[config.mk]
export PLATFORM = sky130hd
export DESIGN_NAME = kiss_random_generator
export DESIGN_NICKNAME = d
export VERILOG_FILES = /design/src/kiss_rng_pkg.sv /design/src/kiss_random_generator.sv
export SDC_FILE = /design/constraint.sdc
export NUM_CORES = 2
export LEC_CHECK = 0
export BUFFER_PORTS_ARGS = -buffer_cell sky130_fd_sc_hd__buf_2
export CORE_AREA = 4 4 294 296
export DETAILED_ROUTE_END_ITERATION = 8
export DIE_AREA = 0 0 298 300
export GPL_TIMING_DRIVEN = 0
export PLACE_DENSITY_LB_ADDON = 0.2
export SYNTH_ARGS = -nofsm -noshare
export SYNTH_HDL_FRONTEND = slang
export SYNTH_SLANG_ARGS = --single-unit
[constraint.sdc]
create_clock -name clk_i -period 10.5 [get_ports clk_i]
set_clock_uncertainty 0.2 [all_clocks]
set_input_delay 0.525 -clock clk_i [delete_from_list [all_inputs] [get_ports clk_i]]
set_output_delay 0.525 -clock clk_i [all_outputs]
set_load 0.005 [all_outputs]
[src/kiss_rng_pkg.sv]
// ----------------------------------------------------------------------------
// KISS random generator package
// Shared constants, codes and state types of the KISS random generator.
// ----------------------------------------------------------------------------
`default_nettype none

package kiss_rng_pkg;

  localparam int unsigned WordW = 32;
  localparam int unsigned ModW  = 31;
  localparam int unsigned ModeW = 2;
  localparam int unsigned IdxW  = 2;

  // Default seeds, also the reset state
  localparam logic [WordW-1:0] DefLcg   = 32'h2011_1958;
  localparam logic [WordW-1:0] DefXor   = 32'h1108_1965;
  localparam logic [WordW-1:0] DefMwc   = 32'h0109_1988;
  localparam logic [WordW-1:0] DefCarry = 32'h1211_1957;

  // Generator coefficients
  localparam logic [WordW-1:0] LcgMul = 32'h1112_1989;
  localparam logic [WordW-1:0] LcgAdd = 32'h2004_1991;
  localparam logic [WordW-1:0] MwcMul = 32'd698769069;

  // Xorshift amounts
  localparam int unsigned XsA = 13;
  localparam int unsigned XsB = 17;
  localparam int unsigned XsC = 5;

  // Request kinds carried on tuser
  typedef enum logic [ModeW-1:0] {
    MODE_DRAW    = 2'd0,
    MODE_RESTORE = 2'd1,
    MODE_LOAD    = 2'd2
  } mode_e;

  // Configuration register indexes
  typedef enum logic [IdxW-1:0] {
    CFG_SEED_LCG = 2'd0,
    CFG_SEED_XOR = 2'd1,
    CFG_SEED_MWC = 2'd2
  } cfg_idx_e;

  // Draw sequencer
  typedef enum logic [2:0] {
    ST_IDLE,
    ST_MUL_LCG,
    ST_MUL_MWC,
    ST_MWC_UPD,
    ST_SUM,
    ST_DIV,
    ST_DONE
  } state_e;

endpackage

`default_nettype wire

[src/kiss_random_generator.sv]
// ----------------------------------------------------------------------------
// KISS random generator
// Congruential, xorshift and multiply-with-carry parts summed per draw, with
// an optional remainder by a run-time modulus.
// ----------------------------------------------------------------------------
// A draw request (tuser = 0) occupies the block from acceptance until its
// value is handed to the output register; when max_value is nonzero the 32
// steps of the bit-serial remainder unit follow the generator update, which
// goes through one shared 32x32 multiplier in two passes. Restore (tuser = 1)
// and load (tuser = 2) requests are applied on acceptance and return nothing;
// tuser = 3 is dropped. A finished value waits in the output register, so the
// next request is taken while the previous one is still unread. Seeds written
// through the configuration port take effect on the next load request; a zero
// seed selects the default of that word.
`default_nettype none

module kiss_random_generator (
  input  wire logic        clk_i,
  input  wire logic        rst_ni,
  // configuration write port
  input  wire logic        cfg_we_i,
  input  wire logic [1:0]  cfg_idx_i,
  input  wire logic [31:0] cfg_data_i,
  // request stream
  input  wire logic        s_axis_tvalid_i,
  output      logic        s_axis_tready_o,
  input  wire logic [31:0] s_axis_tdata_i,  // [30:0] max_value, [31] zero
  input  wire logic [1:0]  s_axis_tuser_i,  // [1:0] mode
  // result stream
  output      logic        m_axis_tvalid_o,
  input  wire logic        m_axis_tready_i,
  output      logic [31:0] m_axis_tdata_o   // [31:0] value
);

  localparam int unsigned W  = kiss_rng_pkg::WordW;
  localparam int unsigned MW = kiss_rng_pkg::ModW;
  localparam int unsigned CntW = $clog2(W);

  kiss_rng_pkg::state_e state_q, state_d;

  logic [W-1:0]    seed_lcg_q, seed_xor_q, seed_mwc_q;
  logic [W-1:0]    lcg_q, lcg_d, xor_q, xor_d, mwc_q, mwc_d, carry_q, carry_d;
  logic [2*W-1:0]  prod_q, prod_d;
  logic [MW-1:0]   mod_q, mod_d;
  logic [W-1:0]    dvd_q, dvd_d;
  logic [MW-1:0]   rem_q, rem_d;
  logic [CntW-1:0] cnt_q, cnt_d;
  logic            out_valid_q, out_valid_d;
  logic [W-1:0]    out_q;
  logic [W-1:0]    res_q, res_d;

  // shared multiplier operands
  logic [W-1:0]    mul_a, mul_b;
  // combinational helpers
  logic [W-1:0]    xs1, xs2, xs3;
  logic [2*W-1:0]  mwc_t;
  logic [W-1:0]    sum, mag;
  logic [W-1:0]    trial;
  logic            fits;
  logic            in_acc;

  assign in_acc          = s_axis_tvalid_i && s_axis_tready_o;
  assign s_axis_tready_o = (state_q == kiss_rng_pkg::ST_IDLE);
  assign m_axis_tvalid_o = out_valid_q;
  assign m_axis_tdata_o  = out_q;

  // Share one multiplier between the congruential and carry steps
  assign mul_a  = (state_q == kiss_rng_pkg::ST_MUL_LCG) ? kiss_rng_pkg::LcgMul
                                                        : kiss_rng_pkg::MwcMul;
  assign mul_b  = (state_q == kiss_rng_pkg::ST_MUL_LCG) ? lcg_q : mwc_q;
  assign prod_d = {{W{1'b0}}, mul_a} * {{W{1'b0}}, mul_b};

  // Xorshift step with logical shifts
  assign xs1 = xor_q ^ (xor_q << kiss_rng_pkg::XsA);
  assign xs2 = xs1 ^ (xs1 >> kiss_rng_pkg::XsB);
  assign xs3 = xs2 ^ (xs2 << kiss_rng_pkg::XsC);

  // Multiply-with-carry sum at full width
  assign mwc_t = prod_q + {{W{1'b0}}, carry_q};

  // Signed sum and its magnitude
  assign sum = lcg_q + xor_q + mwc_q;
  assign mag = sum[W-1] ? (~sum + W'(1)) : sum;

  // Restoring remainder step
  assign trial = {rem_q, dvd_q[W-1]};
  assign fits  = (trial >= {1'b0, mod_q});

  // Sequencer and datapath next values
  always_comb begin
    state_d     = state_q;
    lcg_d       = lcg_q;
    xor_d       = xor_q;
    mwc_d       = mwc_q;
    carry_d     = carry_q;
    mod_d       = mod_q;
    dvd_d       = dvd_q;
    rem_d       = rem_q;
    cnt_d       = cnt_q;
    out_valid_d = out_valid_q;
    res_d       = res_q;

    // drop the result once taken
    if (out_valid_q && m_axis_tready_i) begin
      out_valid_d = 1'b0;
    end

    case (state_q)
      kiss_rng_pkg::ST_IDLE: begin
        if (in_acc) begin
          case (s_axis_tuser_i)
            kiss_rng_pkg::MODE_DRAW: begin
              mod_d   = s_axis_tdata_i[MW-1:0];
              state_d = kiss_rng_pkg::ST_MUL_LCG;
            end
            kiss_rng_pkg::MODE_RESTORE: begin
              lcg_d   = kiss_rng_pkg::DefLcg;
              xor_d   = kiss_rng_pkg::DefXor;
              mwc_d   = kiss_rng_pkg::DefMwc;
              carry_d = kiss_rng_pkg::DefCarry;
            end
            kiss_rng_pkg::MODE_LOAD: begin
              lcg_d   = (seed_lcg_q != '0) ? seed_lcg_q : kiss_rng_pkg::DefLcg;
              xor_d   = (seed_xor_q != '0) ? seed_xor_q : kiss_rng_pkg::DefXor;
              mwc_d   = (seed_mwc_q != '0) ? seed_mwc_q : kiss_rng_pkg::DefMwc;
              carry_d = kiss_rng_pkg::DefCarry;
            end
            default: begin
            end
          endcase
        end
      end
      kiss_rng_pkg::ST_MUL_LCG: begin
        state_d = kiss_rng_pkg::ST_MUL_MWC;
      end
      kiss_rng_pkg::ST_MUL_MWC: begin
        // congruential product is ready; advance xorshift alongside
        lcg_d   = prod_q[W-1:0] + kiss_rng_pkg::LcgAdd;
        xor_d   = xs3;
        state_d = kiss_rng_pkg::ST_MWC_UPD;
      end
      kiss_rng_pkg::ST_MWC_UPD: begin
        mwc_d   = mwc_t[W-1:0];
        carry_d = mwc_t[2*W-1:W];
        state_d = kiss_rng_pkg::ST_SUM;
      end
      kiss_rng_pkg::ST_SUM: begin
        dvd_d = mag;
        rem_d = '0;
        cnt_d = '0;
        if (mod_q == '0) begin
          rem_d   = '0;
          res_d   = mag;
          state_d = kiss_rng_pkg::ST_DONE;
        end else begin
          state_d = kiss_rng_pkg::ST_DIV;
        end
      end
      kiss_rng_pkg::ST_DIV: begin
        rem_d = fits ? MW'(trial - {1'b0, mod_q}) : trial[MW-1:0];
        dvd_d = {dvd_q[W-2:0], 1'b0};
        cnt_d = cnt_q + CntW'(1);
        if (cnt_q == CntW'(W - 1)) begin
          res_d   = {{(W-MW){1'b0}}, rem_d};
          state_d = kiss_rng_pkg::ST_DONE;
        end
      end
      kiss_rng_pkg::ST_DONE: begin
        // hand the value over once the output register is free
        if (!out_valid_q || m_axis_tready_i) begin
          out_valid_d = 1'b1;
          state_d     = kiss_rng_pkg::ST_IDLE;
        end
      end
      default: begin
        state_d = kiss_rng_pkg::ST_IDLE;
      end
    endcase
  end

  // Control, generator and seed registers
  always_ff @(posedge clk_i or negedge rst_ni) begin
    if (!rst_ni) begin
      state_q     <= kiss_rng_pkg::ST_IDLE;
      out_valid_q <= 1'b0;
      cnt_q       <= '0;
      lcg_q       <= kiss_rng_pkg::DefLcg;
      xor_q       <= kiss_rng_pkg::DefXor;
      mwc_q       <= kiss_rng_pkg::DefMwc;
      carry_q     <= kiss_rng_pkg::DefCarry;
      seed_lcg_q  <= '0;
      seed_xor_q  <= '0;
      seed_mwc_q  <= '0;
    end else begin
      state_q     <= state_d;
      out_valid_q <= out_valid_d;
      cnt_q       <= cnt_d;
      lcg_q       <= lcg_d;
      xor_q       <= xor_d;
      mwc_q       <= mwc_d;
      carry_q     <= carry_d;
      if (cfg_we_i) begin
        case (cfg_idx_i)
          kiss_rng_pkg::CFG_SEED_LCG: seed_lcg_q <= cfg_data_i;
          kiss_rng_pkg::CFG_SEED_XOR: seed_xor_q <= cfg_data_i;
          kiss_rng_pkg::CFG_SEED_MWC: seed_mwc_q <= cfg_data_i;
          default: begin
          end
        endcase
      end
    end
  end

  // Datapath registers; the finished value moves to the output on handoff
  always_ff @(posedge clk_i) begin
    prod_q <= prod_d;
    mod_q  <= mod_d;
    dvd_q  <= dvd_d;
    rem_q  <= rem_d;
    res_q  <= res_d;
    if (state_q == kiss_rng_pkg::ST_DONE) begin
      if (!out_valid_q || m_axis_tready_i) begin
        out_q <= res_q;
      end
    end
  end

`ifndef SYNTHESIS
  // A draw request starts the multiplier pass
  assert property (@(posedge clk_i) disable iff (!rst_ni)
    (in_acc && s_axis_tuser_i == kiss_rng_pkg::MODE_DRAW)
      |=> (state_q == kiss_rng_pkg::ST_MUL_LCG))
    else $error("draw request did not start the sequencer");

  // Partial remainder stays below the modulus
  assert property (@(posedge clk_i) disable iff (!rst_ni)
    (state_q == kiss_rng_pkg::ST_DIV) |-> (rem_q < mod_q))
    else $error("partial remainder out of range");

  // Last divider step leads to the handoff state
  assert property (@(posedge clk_i) disable iff (!rst_ni)
    (state_q == kiss_rng_pkg::ST_DIV && cnt_q == CntW'(W - 1))
      |=> (state_q == kiss_rng_pkg::ST_DONE))
    else $error("divider overran its step count");

  // A delivered value never exceeds two to the 31
  assert property (@(posedge clk_i) disable iff (!rst_ni)
    m_axis_tvalid_o |-> (m_axis_tdata_o <= 32'h8000_0000))
    else $error("result magnitude out of range");

  // A new value is loaded only into a free or draining output register
  assert property (@(posedge clk_i) disable iff (!rst_ni)
    (state_q == kiss_rng_pkg::ST_DONE && out_valid_q && !m_axis_tready_i)
      |=> (state_q == kiss_rng_pkg::ST_DONE))
    else $error("result overwritten while unread");
`endif

endmodule

`default_nettype wire

==> out/metrics.csv <==
stage,metric,value,unit
synth,synth_top_cell_area_share,22.17,%
flow_run,drv_cap,0,
sta,setup-tns-final,0,ps
grt,first_global_vias,36012,
setup_path,cpMostUsedCell,fa_1,
synth,async_flop_share,51.33,%
setup_path,critPathMaxStageDelay,580,ps
floorplan,io_pins,107,
routing,dr.pass1.iters,6,
sta,finalHoldViolCount,0,
synth,yosys.area.top_type,fa_1,
synth,ys_types,91,
floorplan,coreArea,83560,sq um
cts,clock_path_buffers,3,
setup_path,critPathLaunchType,flop,
synth,synth_ff_type,dfrtp_1,
grt,antenna_found_initial,5,
synth,ys_seq_area_share,25.87,%
routing,vias_per_cell,5.889,
setup_path,critPathKind,flop to flop,
routing,drt_iter0_drc,3600,
setup_path,critPathRequiredTime,10800,ps
cts,postCtsSetupBuffers,0,
cts,tritoncts,yes,
floorplan,die_height,300,um
routing,routed_wirelength,149100,um
floorplan,fp-row-count,106,
grt,grt_overflow,0,
sta,max-slew-margin-rel,1.997,%
grt,track_usage,33.57,%
setup_path,cp_max_fo,10,
cts,htree_levels,2,
sta,fin_crit,10090,ps
sta,worst_slew_pin_slew,1465,ps
setup_path,cp-end-kind,flop,
floorplan,start_util,54.78,%
placement,io_buffers,105,
synth,synthTopCellsByArea,"fa_1 22%, ha_1 13%, dfrtp_1 11%, edfxtp_1 10%, inv_1 6.1%",
routing,wire_per_inst,24.84,um
placement,hpwl,126800,um
routing,via_count,35350,
cts,clk_pin_slew_worst_paths,70,ps
setup_path,critPathBufInv,10,
finish,syn_to_final_growth,9.214,%
routing,ant_nets,0,
finish,drive_gt1_share,7.703,%
setup_path,critPathSlowestCell,fa_1,
synth,avgSynthCellArea,9.848,sq um
setup_path,worstPathArrival,10390,ps
cts,cts_buffers,46,
cts,clkSinkCount,452,
placement,gp_congestion,1.019,
synth,synth_edf_count,158,
cts,insertion_delay,620,ps
routing,route.detailed.drc,0,
synth,syn_inst,4648,
cts,root_buffer,clkbuf_16,
sta,setup_viol,0,
sta,period_share,96.14,%
floorplan,die_area,89400,sq um
synth,syn_area,45780,sq um
grt,grt_max_degree,120,
sta,maxSlewViolCount,0,
grt,grt_first_pass_wirelength,225300,um
min_path,hp-class,input port to flop,
synth,ys.warnings.count,0,
synth,ys_seq_elements,452,
finish,nets,5938,
setup_path,cp_top_family,adder cells,
floorplan,die_w,298,um
sta,clock.fmax,99.06,MHz
run_status,status,finished clean,
cell usage in the layout, fill, tap and decap left out, types with 52 or more instances in the layout:
| cell | count |
|---|---|
| xor2_1 | 106 |
| dfxtp_1 | 62 |
| nor2_1 | 303 |
| buf_2 | 110 |
| clkbuf_1 | 141 |
| nand3_1 | 84 |
| inv_1 | 743 |
| fa_1 | 507 |
| a21oi_1 | 230 |
| dfrtp_1 | 193 |
| ha_1 | 474 |
| a31oi_1 | 52 |
| xnor2_1 | 198 |
| o21ai_0 | 162 |
| mux2i_1 | 70 |
| edfxtp_1 | 158 |
| mux2_2 | 98 |
| a21o_1 | 91 |
| nand2_1 | 361 |
layer usage:
layer | GRT usage (%) | share of wire, %
met5 | 0 | 0.042
met4 | 17.19 | 6.5
met3 | 6.723 | 8.4
met2 | 52.98 | 45
met1 | 44.29 | 41
path summary, 6_finish.rpt:
path | startpoint | end | slack (ps) | cells after the start
min | cfg_data_i[12] | seed_xor_q[12] | 30 | 2
min reg2reg | res_q[27] | m_axis_tdata_o[27] | 220 | 0
min in group asynchronous | rst_ni | cnt_q[1] | 110 | 2
max reg2reg | state_q[1] | prod_q[59] | 410 | 33
max | state_q[1] | prod_q[59] | 410 | 33
max in group asynchronous | rst_ni | carry_q[14] | 8750 | 4
logic make-up after synthesis:
group | count (synthesis) | share of synthesized area (%)
other | 2 | 0.01641
buffers and inverters | 905 | 7.435
XOR/XNOR | 307 | 5.948
flip-flops | 452 | 25.87
AO/OA/AOI/OAI | 797 | 11.21
AND/OR/NAND/NOR | 1027 | 10.26
adder cells (fa/ha/maj) | 990 | 35.33
multiplexers | 168 | 3.942
synthesized netlist by cell type, drive strengths merged, types with 16 or more instances:
| cell | count |
|---|---|
| a211oi | 16 |
| a21o | 91 |
| a21oi | 231 |
| a221oi | 35 |
| a31oi | 53 |
| and2 | 19 |
| and3 | 48 |
| buf | 18 |
| clkbuf | 142 |
| dfrtp | 193 |
| dfstp | 39 |
| dfxtp | 62 |
| edfxtp | 158 |
| fa | 507 |
| ha | 474 |
| inv | 744 |
| mux2 | 98 |
| mux2i | 70 |
| nand2 | 362 |
| nand2b | 22 |
| nand3 | 84 |
| nand4 | 33 |
| nor2 | 306 |
| nor2b | 17 |
| nor3 | 38 |
| nor4 | 40 |
| o21a | 28 |
| o21ai | 172 |
| o21bai | 18 |
| o22ai | 28 |
| o31ai | 18 |
| or3 | 17 |
| xnor2 | 200 |
| xor2 | 107 |
stage by stage:
step	setup WS [ps]	std cells	cell area, sq um	hold WS, ps	utilization (%)
after floorplan	1949	4678	45890	29.41	-
after global placement	-360.1	5863	47760	203.7	57.17
after detailed placement	-315.5	5868	47910	128.1	57.34
after CTS	79.14	6002	49970	6.386	59.80
after global routing	-9.191	6000	49990	8.650	59.82
final	405.4	6003	49990	26.64	59.83
final cells by class:
class                   count  area (sq um)
clock buffers              59          1275
multi-input cells        3321         30700
well taps                1080          1351
flip-flops and latches    452         11840
fillers                  7324         33560
diodes                      3         7.507
plain buffers             158         608.1
inverters                 745          2796
repair buffers            160          1151
clock inverters            25         262.8
worst reg2reg max path: cells and delay by family, from the launching register on:
family	cells	cell delay (ps)
fa+ha+maj	9	4410
compound gates	8	2020
xor+xnor	1	250
simple gates	5	1190
buf+inv	10	1570
flops	1	380
timing repair:
item	4_1_cts	5_1_grt
endpoints found under the setup margin	8	11
hold endpoints to repair	175	0
gates resized for setup	6	14
hold buffers	50	0
state kept, by name, summed over array words and instances (netlist names):
signal / count
prod_q: 62
dvd_q: 32
lcg_q: 32
m_axis_tdata_o: 32
mwc_q: 32
res_q: 32
seed_lcg_q: 32
seed_mwc_q: 32
seed_xor_q: 32
xor_q: 32
carry_q: 31
mod_q: 31
rem_q: 31
cnt_q: 5
state_q: 3
m_axis_tvalid_o: 1
Power is not shown: default switching activity piles up to over one toggle a cycle in this logic, so the estimate is an artifact.
